<file path="src/fbpa_pkg.sv">
package fbpa_pkg;

   localparam int MAX_BLOCKS = 256;
   localparam int IDX_W      = $clog2(MAX_BLOCKS);
   localparam int CNT_W      = IDX_W + 1;
   localparam int SIZE_W     = 32;
   localparam int STATUS_W   = 3;
   localparam int CSR_IDX_W  = 2;
   localparam int CSR_DATA_W = 32;

   localparam logic [CNT_W-1:0]  MIN_BLOCKS     = CNT_W'(64);
   localparam logic [CNT_W-1:0]  MAX_COUNT      = CNT_W'(MAX_BLOCKS);
   localparam logic [SIZE_W-1:0] MIN_BLOCK_SIZE = SIZE_W'(4096);

   // second entry from the top after reset
   localparam logic [IDX_W-1:0] RESET_RD_ADDR = IDX_W'(64 - 2);
   localparam logic [IDX_W-1:0] RESET_TOP     = IDX_W'(64 - 1);

   localparam logic CMD_ALLOC = 1'b0;
   localparam logic CMD_FREE  = 1'b1;

   localparam logic [STATUS_W-1:0] ST_ALLOCATED = 3'd0;
   localparam logic [STATUS_W-1:0] ST_OVERSIZE  = 3'd1;
   localparam logic [STATUS_W-1:0] ST_EMPTY     = 3'd2;
   localparam logic [STATUS_W-1:0] ST_FREED     = 3'd3;
   localparam logic [STATUS_W-1:0] ST_NOT_POOL  = 3'd4;
   localparam logic [STATUS_W-1:0] ST_NOT_ALLOC = 3'd5;

   localparam logic [CSR_IDX_W-1:0] REG_BLOCK_COUNT = 2'd0;
   localparam logic [CSR_IDX_W-1:0] REG_BLOCK_SIZE  = 2'd1;

   typedef struct packed {
      logic              command;
      logic [SIZE_W-1:0] request_size;
      logic [IDX_W-1:0]  block_index;
   } req_type;

   typedef struct packed {
      logic [STATUS_W-1:0] status;
      logic [IDX_W-1:0]    granted_index;
      logic [CNT_W-1:0]    free_count;
   } rsp_type;

   typedef struct packed {
      logic             wr_en;
      logic [IDX_W-1:0] wr_addr;
      logic [IDX_W-1:0] wr_data;
      logic [IDX_W-1:0] rd_addr;
      logic             rebuild;
   } stk_ctl_type;

endpackage

</file>
<file path="src/fbpa_stack.sv">
// Free stack below the top entry. Read data is registered and always holds
// the entry one below the top. Entries never written since the last rebuild
// read as their own index.
module fbpa_stack (
   input  logic                      clock,
   input  logic                      reset,
   input  fbpa_pkg::stk_ctl_type     ctl,
   output logic [fbpa_pkg::IDX_W-1:0] rd_data
);

   logic [fbpa_pkg::IDX_W-1:0]    stack_mem_ff [fbpa_pkg::MAX_BLOCKS];
   logic [fbpa_pkg::MAX_BLOCKS-1:0] valid_ff;
   logic [fbpa_pkg::IDX_W-1:0]    rd_data_ff;

   always_ff @(posedge clock) begin
      if (ctl.wr_en) begin
         stack_mem_ff[ctl.wr_addr] <= ctl.wr_data;
      end
   end

   always_ff @(posedge clock) begin
      if (reset || ctl.rebuild) begin
         valid_ff <= '0;
      end else if (ctl.wr_en) begin
         valid_ff[ctl.wr_addr] <= 1'b1;
      end
   end

   always_ff @(posedge clock) begin
      priority if (reset) begin
         rd_data_ff <= fbpa_pkg::RESET_RD_ADDR;
      end else if (ctl.rebuild) begin
         rd_data_ff <= ctl.rd_addr;
      end else if (ctl.wr_en && (ctl.wr_addr == ctl.rd_addr)) begin
         rd_data_ff <= ctl.wr_data;
      end else if (valid_ff[ctl.rd_addr]) begin
         rd_data_ff <= stack_mem_ff[ctl.rd_addr];
      end else begin
         rd_data_ff <= ctl.rd_addr;
      end
   end

   assign rd_data = rd_data_ff;

endmodule

</file>
<file path="src/fixed_block_pool_allocator.sv">
// Channel   Direction  Handshake              Payload
// req_      in         req_valid / req_stall  command, request_size, block_index
// rsp_      out        rsp_valid / rsp_stall  status, granted_index, free_count
// csr_      in         csr_wr_en              csr_index, csr_wdata (no read-back)
//
// One request per cycle while the result is not stalled: input register, one pass of logic, result register.
// rsp_valid rises once the request has passed from the input register into the result register.
// The top of stack sits in a register; the stack memory read is registered and
// always presents the next entry down, so back-to-back pops need no bubble.
// Reset is synchronous and leaves 64 blocks free; no clearing pass is needed.
// A stalled result holds the result register; one more request is still taken.
module fixed_block_pool_allocator (
   input  logic                              clock,
   input  logic                              reset,
   input  logic                              req_valid,
   output logic                              req_stall,
   input  fbpa_pkg::req_type                 req_data,
   output logic                              rsp_valid,
   input  logic                              rsp_stall,
   output fbpa_pkg::rsp_type                 rsp_data,
   input  logic                              csr_wr_en,
   input  logic [fbpa_pkg::CSR_IDX_W-1:0]    csr_index,
   input  logic [fbpa_pkg::CSR_DATA_W-1:0]   csr_wdata
);

   logic                          in_valid_ff, in_valid_in;
   fbpa_pkg::req_type             in_data_ff;
   logic                          rsp_valid_ff, rsp_valid_in;
   fbpa_pkg::rsp_type             rsp_data_ff, rsp_data_in;
   logic [fbpa_pkg::CNT_W-1:0]    count_ff, count_in;
   logic [fbpa_pkg::SIZE_W-1:0]   size_ff, size_in;
   logic [fbpa_pkg::CNT_W-1:0]    depth_ff, depth_in;
   logic [fbpa_pkg::IDX_W-1:0]    top_ff, top_in;
   logic [fbpa_pkg::MAX_BLOCKS-1:0] in_use_ff, in_use_in;

   logic                          advance;
   logic                          req_take;
   logic                          rebuild;
   logic [fbpa_pkg::CNT_W-1:0]    csr_count;
   logic                          do_pop, do_push;
   logic [fbpa_pkg::STATUS_W-1:0] status;
   logic [fbpa_pkg::IDX_W-1:0]    granted;
   logic [fbpa_pkg::CNT_W-1:0]    rd_sum;
   logic [fbpa_pkg::CNT_W-1:0]    wr_sum;
   logic [fbpa_pkg::CNT_W-1:0]    top_sum;
   logic [fbpa_pkg::IDX_W-1:0]    stk_rd;
   fbpa_pkg::stk_ctl_type         stk_ctl;

   assign advance   = in_valid_ff && (!rsp_valid_ff || !rsp_stall);
   assign req_stall = in_valid_ff && rsp_valid_ff && rsp_stall;
   assign req_take  = req_valid && !req_stall;
   assign rebuild   = csr_wr_en && (csr_index == fbpa_pkg::REG_BLOCK_COUNT);

   always_comb begin
      csr_count = csr_wdata[fbpa_pkg::CNT_W-1:0];
      if (csr_count < fbpa_pkg::MIN_BLOCKS) begin
         csr_count = fbpa_pkg::MIN_BLOCKS;
      end else if (csr_count > fbpa_pkg::MAX_COUNT) begin
         csr_count = fbpa_pkg::MAX_COUNT;
      end
   end

   always_comb begin
      count_in = count_ff;
      size_in  = size_ff;
      if (rebuild) begin
         count_in = csr_count;
      end
      if (csr_wr_en && (csr_index == fbpa_pkg::REG_BLOCK_SIZE)) begin
         size_in = (csr_wdata < fbpa_pkg::MIN_BLOCK_SIZE) ? fbpa_pkg::MIN_BLOCK_SIZE
                                                         : csr_wdata;
      end
   end

   always_comb begin
      do_pop  = 1'b0;
      do_push = 1'b0;
      granted = '0;
      unique case (in_data_ff.command)
         fbpa_pkg::CMD_ALLOC: begin
            priority if (in_data_ff.request_size > size_ff) begin
               status = fbpa_pkg::ST_OVERSIZE;
            end else if (depth_ff == '0) begin
               status = fbpa_pkg::ST_EMPTY;
            end else begin
               status  = fbpa_pkg::ST_ALLOCATED;
               granted = top_ff;
               do_pop  = 1'b1;
            end
         end
         fbpa_pkg::CMD_FREE: begin
            priority if ({1'b0, in_data_ff.block_index} >= count_ff) begin
               status = fbpa_pkg::ST_NOT_POOL;
            end else if (!in_use_ff[in_data_ff.block_index]) begin
               status = fbpa_pkg::ST_NOT_ALLOC;
            end else if (depth_ff >= fbpa_pkg::MAX_COUNT) begin
               status = fbpa_pkg::ST_NOT_ALLOC;
            end else begin
               status  = fbpa_pkg::ST_FREED;
               do_push = 1'b1;
            end
         end
         default: begin
            status = fbpa_pkg::ST_NOT_ALLOC;
         end
      endcase
   end

   always_comb begin
      top_sum   = count_in - fbpa_pkg::CNT_W'(1);
      depth_in  = depth_ff;
      top_in    = top_ff;
      in_use_in = in_use_ff;
      priority if (rebuild) begin
         depth_in  = count_in;
         top_in    = top_sum[fbpa_pkg::IDX_W-1:0];
         in_use_in = '0;
      end else if (advance && do_pop) begin
         depth_in          = depth_ff - fbpa_pkg::CNT_W'(1);
         top_in            = stk_rd;
         in_use_in[top_ff] = 1'b1;
      end else if (advance && do_push) begin
         depth_in                           = depth_ff + fbpa_pkg::CNT_W'(1);
         top_in                             = in_data_ff.block_index;
         in_use_in[in_data_ff.block_index]  = 1'b0;
      end else begin
         depth_in = depth_ff;
      end
   end

   // old top drops into the memory on a push
   assign rd_sum = depth_in - fbpa_pkg::CNT_W'(2);
   assign wr_sum = depth_ff - fbpa_pkg::CNT_W'(1);

   always_comb begin
      stk_ctl.wr_en   = advance && do_push && (depth_ff != '0) && !rebuild;
      stk_ctl.wr_addr = wr_sum[fbpa_pkg::IDX_W-1:0];
      stk_ctl.wr_data = top_ff;
      stk_ctl.rd_addr = rd_sum[fbpa_pkg::IDX_W-1:0];
      stk_ctl.rebuild = rebuild;
   end

   fbpa_stack u_stack (
      .clock   (clock),
      .reset   (reset),
      .ctl     (stk_ctl),
      .rd_data (stk_rd)
   );

   always_comb begin
      in_valid_in = in_valid_ff;
      if (req_take) begin
         in_valid_in = 1'b1;
      end else if (advance) begin
         in_valid_in = 1'b0;
      end
   end

   always_comb begin
      rsp_valid_in = rsp_valid_ff;
      rsp_data_in  = rsp_data_ff;
      if (advance) begin
         rsp_valid_in              = 1'b1;
         rsp_data_in.status        = status;
         rsp_data_in.granted_index = granted;
         rsp_data_in.free_count    = depth_in;
      end else if (!rsp_stall) begin
         rsp_valid_in = 1'b0;
      end
   end

   always_ff @(posedge clock) begin
      if (reset) begin
         in_valid_ff  <= 1'b0;
         rsp_valid_ff <= 1'b0;
         count_ff     <= fbpa_pkg::MIN_BLOCKS;
         size_ff      <= fbpa_pkg::MIN_BLOCK_SIZE;
         depth_ff     <= fbpa_pkg::MIN_BLOCKS;
         top_ff       <= fbpa_pkg::RESET_TOP;
         in_use_ff    <= '0;
      end else begin
         in_valid_ff  <= in_valid_in;
         rsp_valid_ff <= rsp_valid_in;
         count_ff     <= count_in;
         size_ff      <= size_in;
         depth_ff     <= depth_in;
         top_ff       <= top_in;
         in_use_ff    <= in_use_in;
      end
   end

   always_ff @(posedge clock) begin
      if (req_take) begin
         in_data_ff <= req_data;
      end
      rsp_data_ff <= rsp_data_in;
   end

   assign rsp_valid = rsp_valid_ff;
   assign rsp_data  = rsp_data_ff;

endmodule

</file>
<file path="config.mk">
export PLATFORM = sky130hd
export DESIGN_NAME = fixed_block_pool_allocator
export DESIGN_NICKNAME = d
export VERILOG_FILES = /design/src/fbpa_pkg.sv /design/src/fbpa_stack.sv /design/src/fixed_block_pool_allocator.sv
export SDC_FILE = /design/constraint.sdc
export NUM_CORES = 2
export LEC_CHECK = 0
export BUFFER_PORTS_ARGS = -buffer_cell sky130_fd_sc_hd__buf_2
export CAP_MARGIN = 10
export CORE_MARGIN = 2
export CORE_UTILIZATION = 25
export CTS_CLUSTER_SIZE = 16
export DETAILED_ROUTE_END_ITERATION = 12
export GPL_TIMING_DRIVEN = 1
export PLACE_DENSITY_LB_ADDON = 0.3
export SLEW_MARGIN = 40
export SYNTH_ARGS = -nofsm -noshare
export SYNTH_HDL_FRONTEND = slang
export SYNTH_HIERARCHICAL = 1
export SYNTH_SLANG_ARGS = --single-unit
</file>
<file path="constraint.sdc">
create_clock -name clock -period 7.8 [get_ports clock]
set_input_delay 0.78 -clock clock [delete_from_list [all_inputs] [get_ports clock]]
set_output_delay 0.78 -clock clock [all_outputs]
set_load 0.02 [all_outputs]
</file>
==> metrics.yaml <==
logic_synthesis:
  synth_cells: 6648
  ys_ff_latch: 2689
  synth_top_family_by_area: "multiplexers"
  ys_dominant_reg_cell: "edfxtp_1"
  synth_nets: 6772
  synth_fa_ha_area_share_pct: 0.513
  synth_compound_area_share_pct: 6.29
  yosys.area_share.simple_pct: 5.92
  async_flop_share_pct: 0
  netlist_area_mm2: 0.107
  ys_types: 82
  ys_seq_area_share_pct: 69.9
  synth_edf_count: 2109
  avgSynthCellArea_um2: 16.1
  muxShareOfSynthArea_pct: 14.9
  ys_warn_count: 6
  synth_xor_area_share_pct: 0.220
route:
  wirelength_um: 331000
  wl_met2_um: 155000
  drtIter0Drc: 6936
  drtAntennaViolNets: 0
  drtPass1Iterations: 6
  viasPerCell: 4.92
  met3WireLength_um: 21000
  vias: 63400
  dr.max_layer_used: "met5"
  detail_route.wl_per_cell_um: 25.7
  drc_errors: 0
  drt-met1-wl_um: 144000
timing:
  fin_crit_sh_pct: 95.7
  fmax_mhz: 134
  slew_headroom_pct: 35.8
  finalSetupViolations: 0
  fin_crit_ns: 7.47
  tns_ns: 0
  worst_pin_slew_ns: 0.958
  drv_slew: 0
  hold_viol: 0
  fin_skew_ns: 0.0554
  rsz0062_at_grt: "no"
clock_tree:
  cts_max_level: 5
  root_buffer: "clkbuf_16"
  cts_made_buffers: 297
  cts_tree: "built"
  cts.sinks: 2689
  clk_path_buf_depth: 4
  clk_pin_slew_ns: 0.06
  clock_latency_ns: 0.92
grt:
  grt_max_degree: 145
  grt_overflow_total: 0
  grt_pass1_wl_um: 469000
  antenna_found_initial: 9
  track_usage_pct: 14.7
  grt_pass1_vias: 62200
finish:
  layout.nets: 7067
  layout_commonest_cell: "edfxtp_1"
  layout-drive-gt1-share_pct: 24.5
  fin_cells: 12900
  final_cell_mix: "2109 x edfxtp_1, 672 x nor2_1, 572 x dfxtp_1"
  n_fill_cell: 42000
  area_delta_synth_final_pct: 18.2
power_and_ir_drop:
  switching_power_mw: 8.48
  p_seq_share_pct: 46.6
  vdd_drop_max_mv: 0.166
  switching_share_pct: 25.2
  p_int_mw: 25.2
  powerDensity_mw_per_mm2: 266
  comb_power_share_pct: 11.7
  power.share.clock_pct: 41.7
  power_leakage_nw: 38.8
worst_setup_path:
  arrival_ns: 8.22
  cp_max_fo: 31
  path_buf_inv: 5
  cp_cell_sequence: "buf_12, buf_4, mux4_2, mux2_2, o22ai_1, nor3_1, a21oi_1, nand3_1, a311o_1, o221a_2, and2_4, ha_1, inv_6, nand2b_4, buf_4, o221ai_1, o22ai_1, nor3_1, nor4_1, buf_4, nor3_1, o211ai_1, a31oi_1"
  cpMaxStageDelayCell: "edfxtp_1"
  cpPeakStageDelay_ns: 0.69
  critPathTopFamily: "compound AO/OA/AOI/OAI gates"
  startpoint_type: "flop"
  crit_required_ns: 8.55
  cp-end-kind: "flop"
  path_class: "reg2reg"
floorplan:
  die_height_um: 659
  die_w_um: 659
  rows: 240
  initial_core_util_pct: 25.1
  io_pins: 102
  dieArea_mm2: 0.434
  coreArea_mm2: 0.427
placed_design:
  hpwl_um: 214000
  place_congestion: 0.890
  port_buffers: 101
  place_inst: 12300
min_path:
  hold_class: "in2reg"
run_status:
  status: "finished clean"
run:
  drv_cap: 0
-- logic make-up (layout without fill, tap and decap cells) --
logic type	after synthesis	in the layout
muxes	884	884
other	0	3
buffers and inverters	521	1061
DFF	2689	2689
adders and majority gates	44	44
xor gates and xnor gates	27	27
and+or+nand+nor	1476	1476
AOI/OAI and AO/OA	1007	1007
-- what timing repair did --
action                                  4_1_cts  5_1_grt
hold buffers                                 27        0
hold endpoints to repair                     27        0
endpoints found under the setup margin        0        7
setup buffers                                 0        0
gates resized for setup                       0        3
-- path summary, 6_finish.rpt --
path / startpoint / to / slack, ns / cells past startpoint
worst max-delay path: in_data_ff[1]$_DFFE_PP_ / u_stack/rd_data[0]$_SDFF_PP0_ / 0.33 / 23
worst min-delay path: req_data[7] / in_data_ff[7]$_DFFE_PP_ / 0.07 / 1
worst max register to register: in_data_ff[1]$_DFFE_PP_ / u_stack/rd_data[0]$_SDFF_PP0_ / 0.33 / 23
worst min register to register: size_ff[31]$_SDFFE_PP0P_ / size_ff[31]$_SDFFE_PP0P_ / 0.46 / 2
-- per-layer routing --
layer / up-vias / GRT usage, %
met5: - / 0
met4: 8 / 4.92
met3: 561 / 2.15
met2: 2508 / 23.7
met1: 33500 / 20.4
li1: 26800 / -
-- sequential cells by signal (all words and copies together), names as in the netlist --
signal / cells
in_data_ff: 41
in_use_ff: 256
rsp_valid: 1
size_ff: 32
count_ff: 9
rsp_data: 20
u_stack/valid_ff: 256
in_valid_ff: 1
depth_ff: 9
u_stack/stack_mem_ff: 2048
top_ff: 8
u_stack/rd_data: 8
-- synthesized netlist by cell type (all sizes together), types with 21 or more instances --
library cell / number / share of area (%)
edfxtp: 2109 / 59
mux4: 568 / 12
o21ai: 32 / 0.15
and2: 21 / 0.12
mux2i: 303 / 2.8
clkbuf: 278 / 0.97
o221ai: 89 / 0.73
nand2b: 27 / 0.16
a22oi: 59 / 0.41
nor4: 39 / 0.24
inv: 64 / 0.22
nand4: 33 / 0.19
ha: 44 / 0.51
a211oi: 204 / 1.4
buf: 176 / 1.1
nor2b: 40 / 0.23
nand2: 176 / 0.62
o21ba: 29 / 0.27
nor3: 143 / 0.67
nor2: 895 / 3.1
o22ai: 64 / 0.37
dfxtp: 580 / 11
a21oi: 386 / 1.8
nand3: 67 / 0.31
-- worst reg2reg max path: cells and delay by family, from the launching register on --
kind / cells / cell delay, ns
mux: 2 / 0.83
compound gates: 8 / 2.38
simple gates: 7 / 1.62
fa+ha+maj: 1 / 0.34
flops: 1 / 0.69
buf+inv: 5 / 1.42
-- cell type report --
cell class                      count  area [µm²]  share of cell area, %
Tap cell                         5687        7120                   5.61
Clock inverter                    129        1360                   1.07
Inverter                           67         260                  0.205
Multi-Input combinational cell   3438       30900                   24.4
Clock buffer                      415        8320                   6.57
Sequential cell                  2689       75000                   59.2
Timing Repair Buffer              450        3820                   3.01
Antenna cell                        3        7.51                0.00592
-- power groups by stage --
stage                     clock network (mW)  registers [mW]  logic, mW
after floorplan                            0            16.1       2.09
after global placement                     0            16.0       3.84
after detailed placement                   0            16.0       3.90
after CTS                               14.4            15.7       3.92
after global routing                    14.9            15.7       4.10
final                                   14.0            15.7       3.94
-- metrics by stage --
stage,worst slack (ns),area (µm²),hold slack [ns],util [%],power [mW]
2_1_floorplan,1.07,107000,0.432,-,18.2
3_3_place_gp,0.344,116000,0.443,27.1,19.8
3_5_place_dp,0.398,117000,0.450,27.3,19.9
4_1_cts,0.377,127000,0.00160,29.6,34.0
5_1_grt,0.136,127000,0.0368,29.7,34.7
6_report,0.332,127000,0.0730,29.7,33.7
No activity file was read; power rests on OpenSTA's default activity.
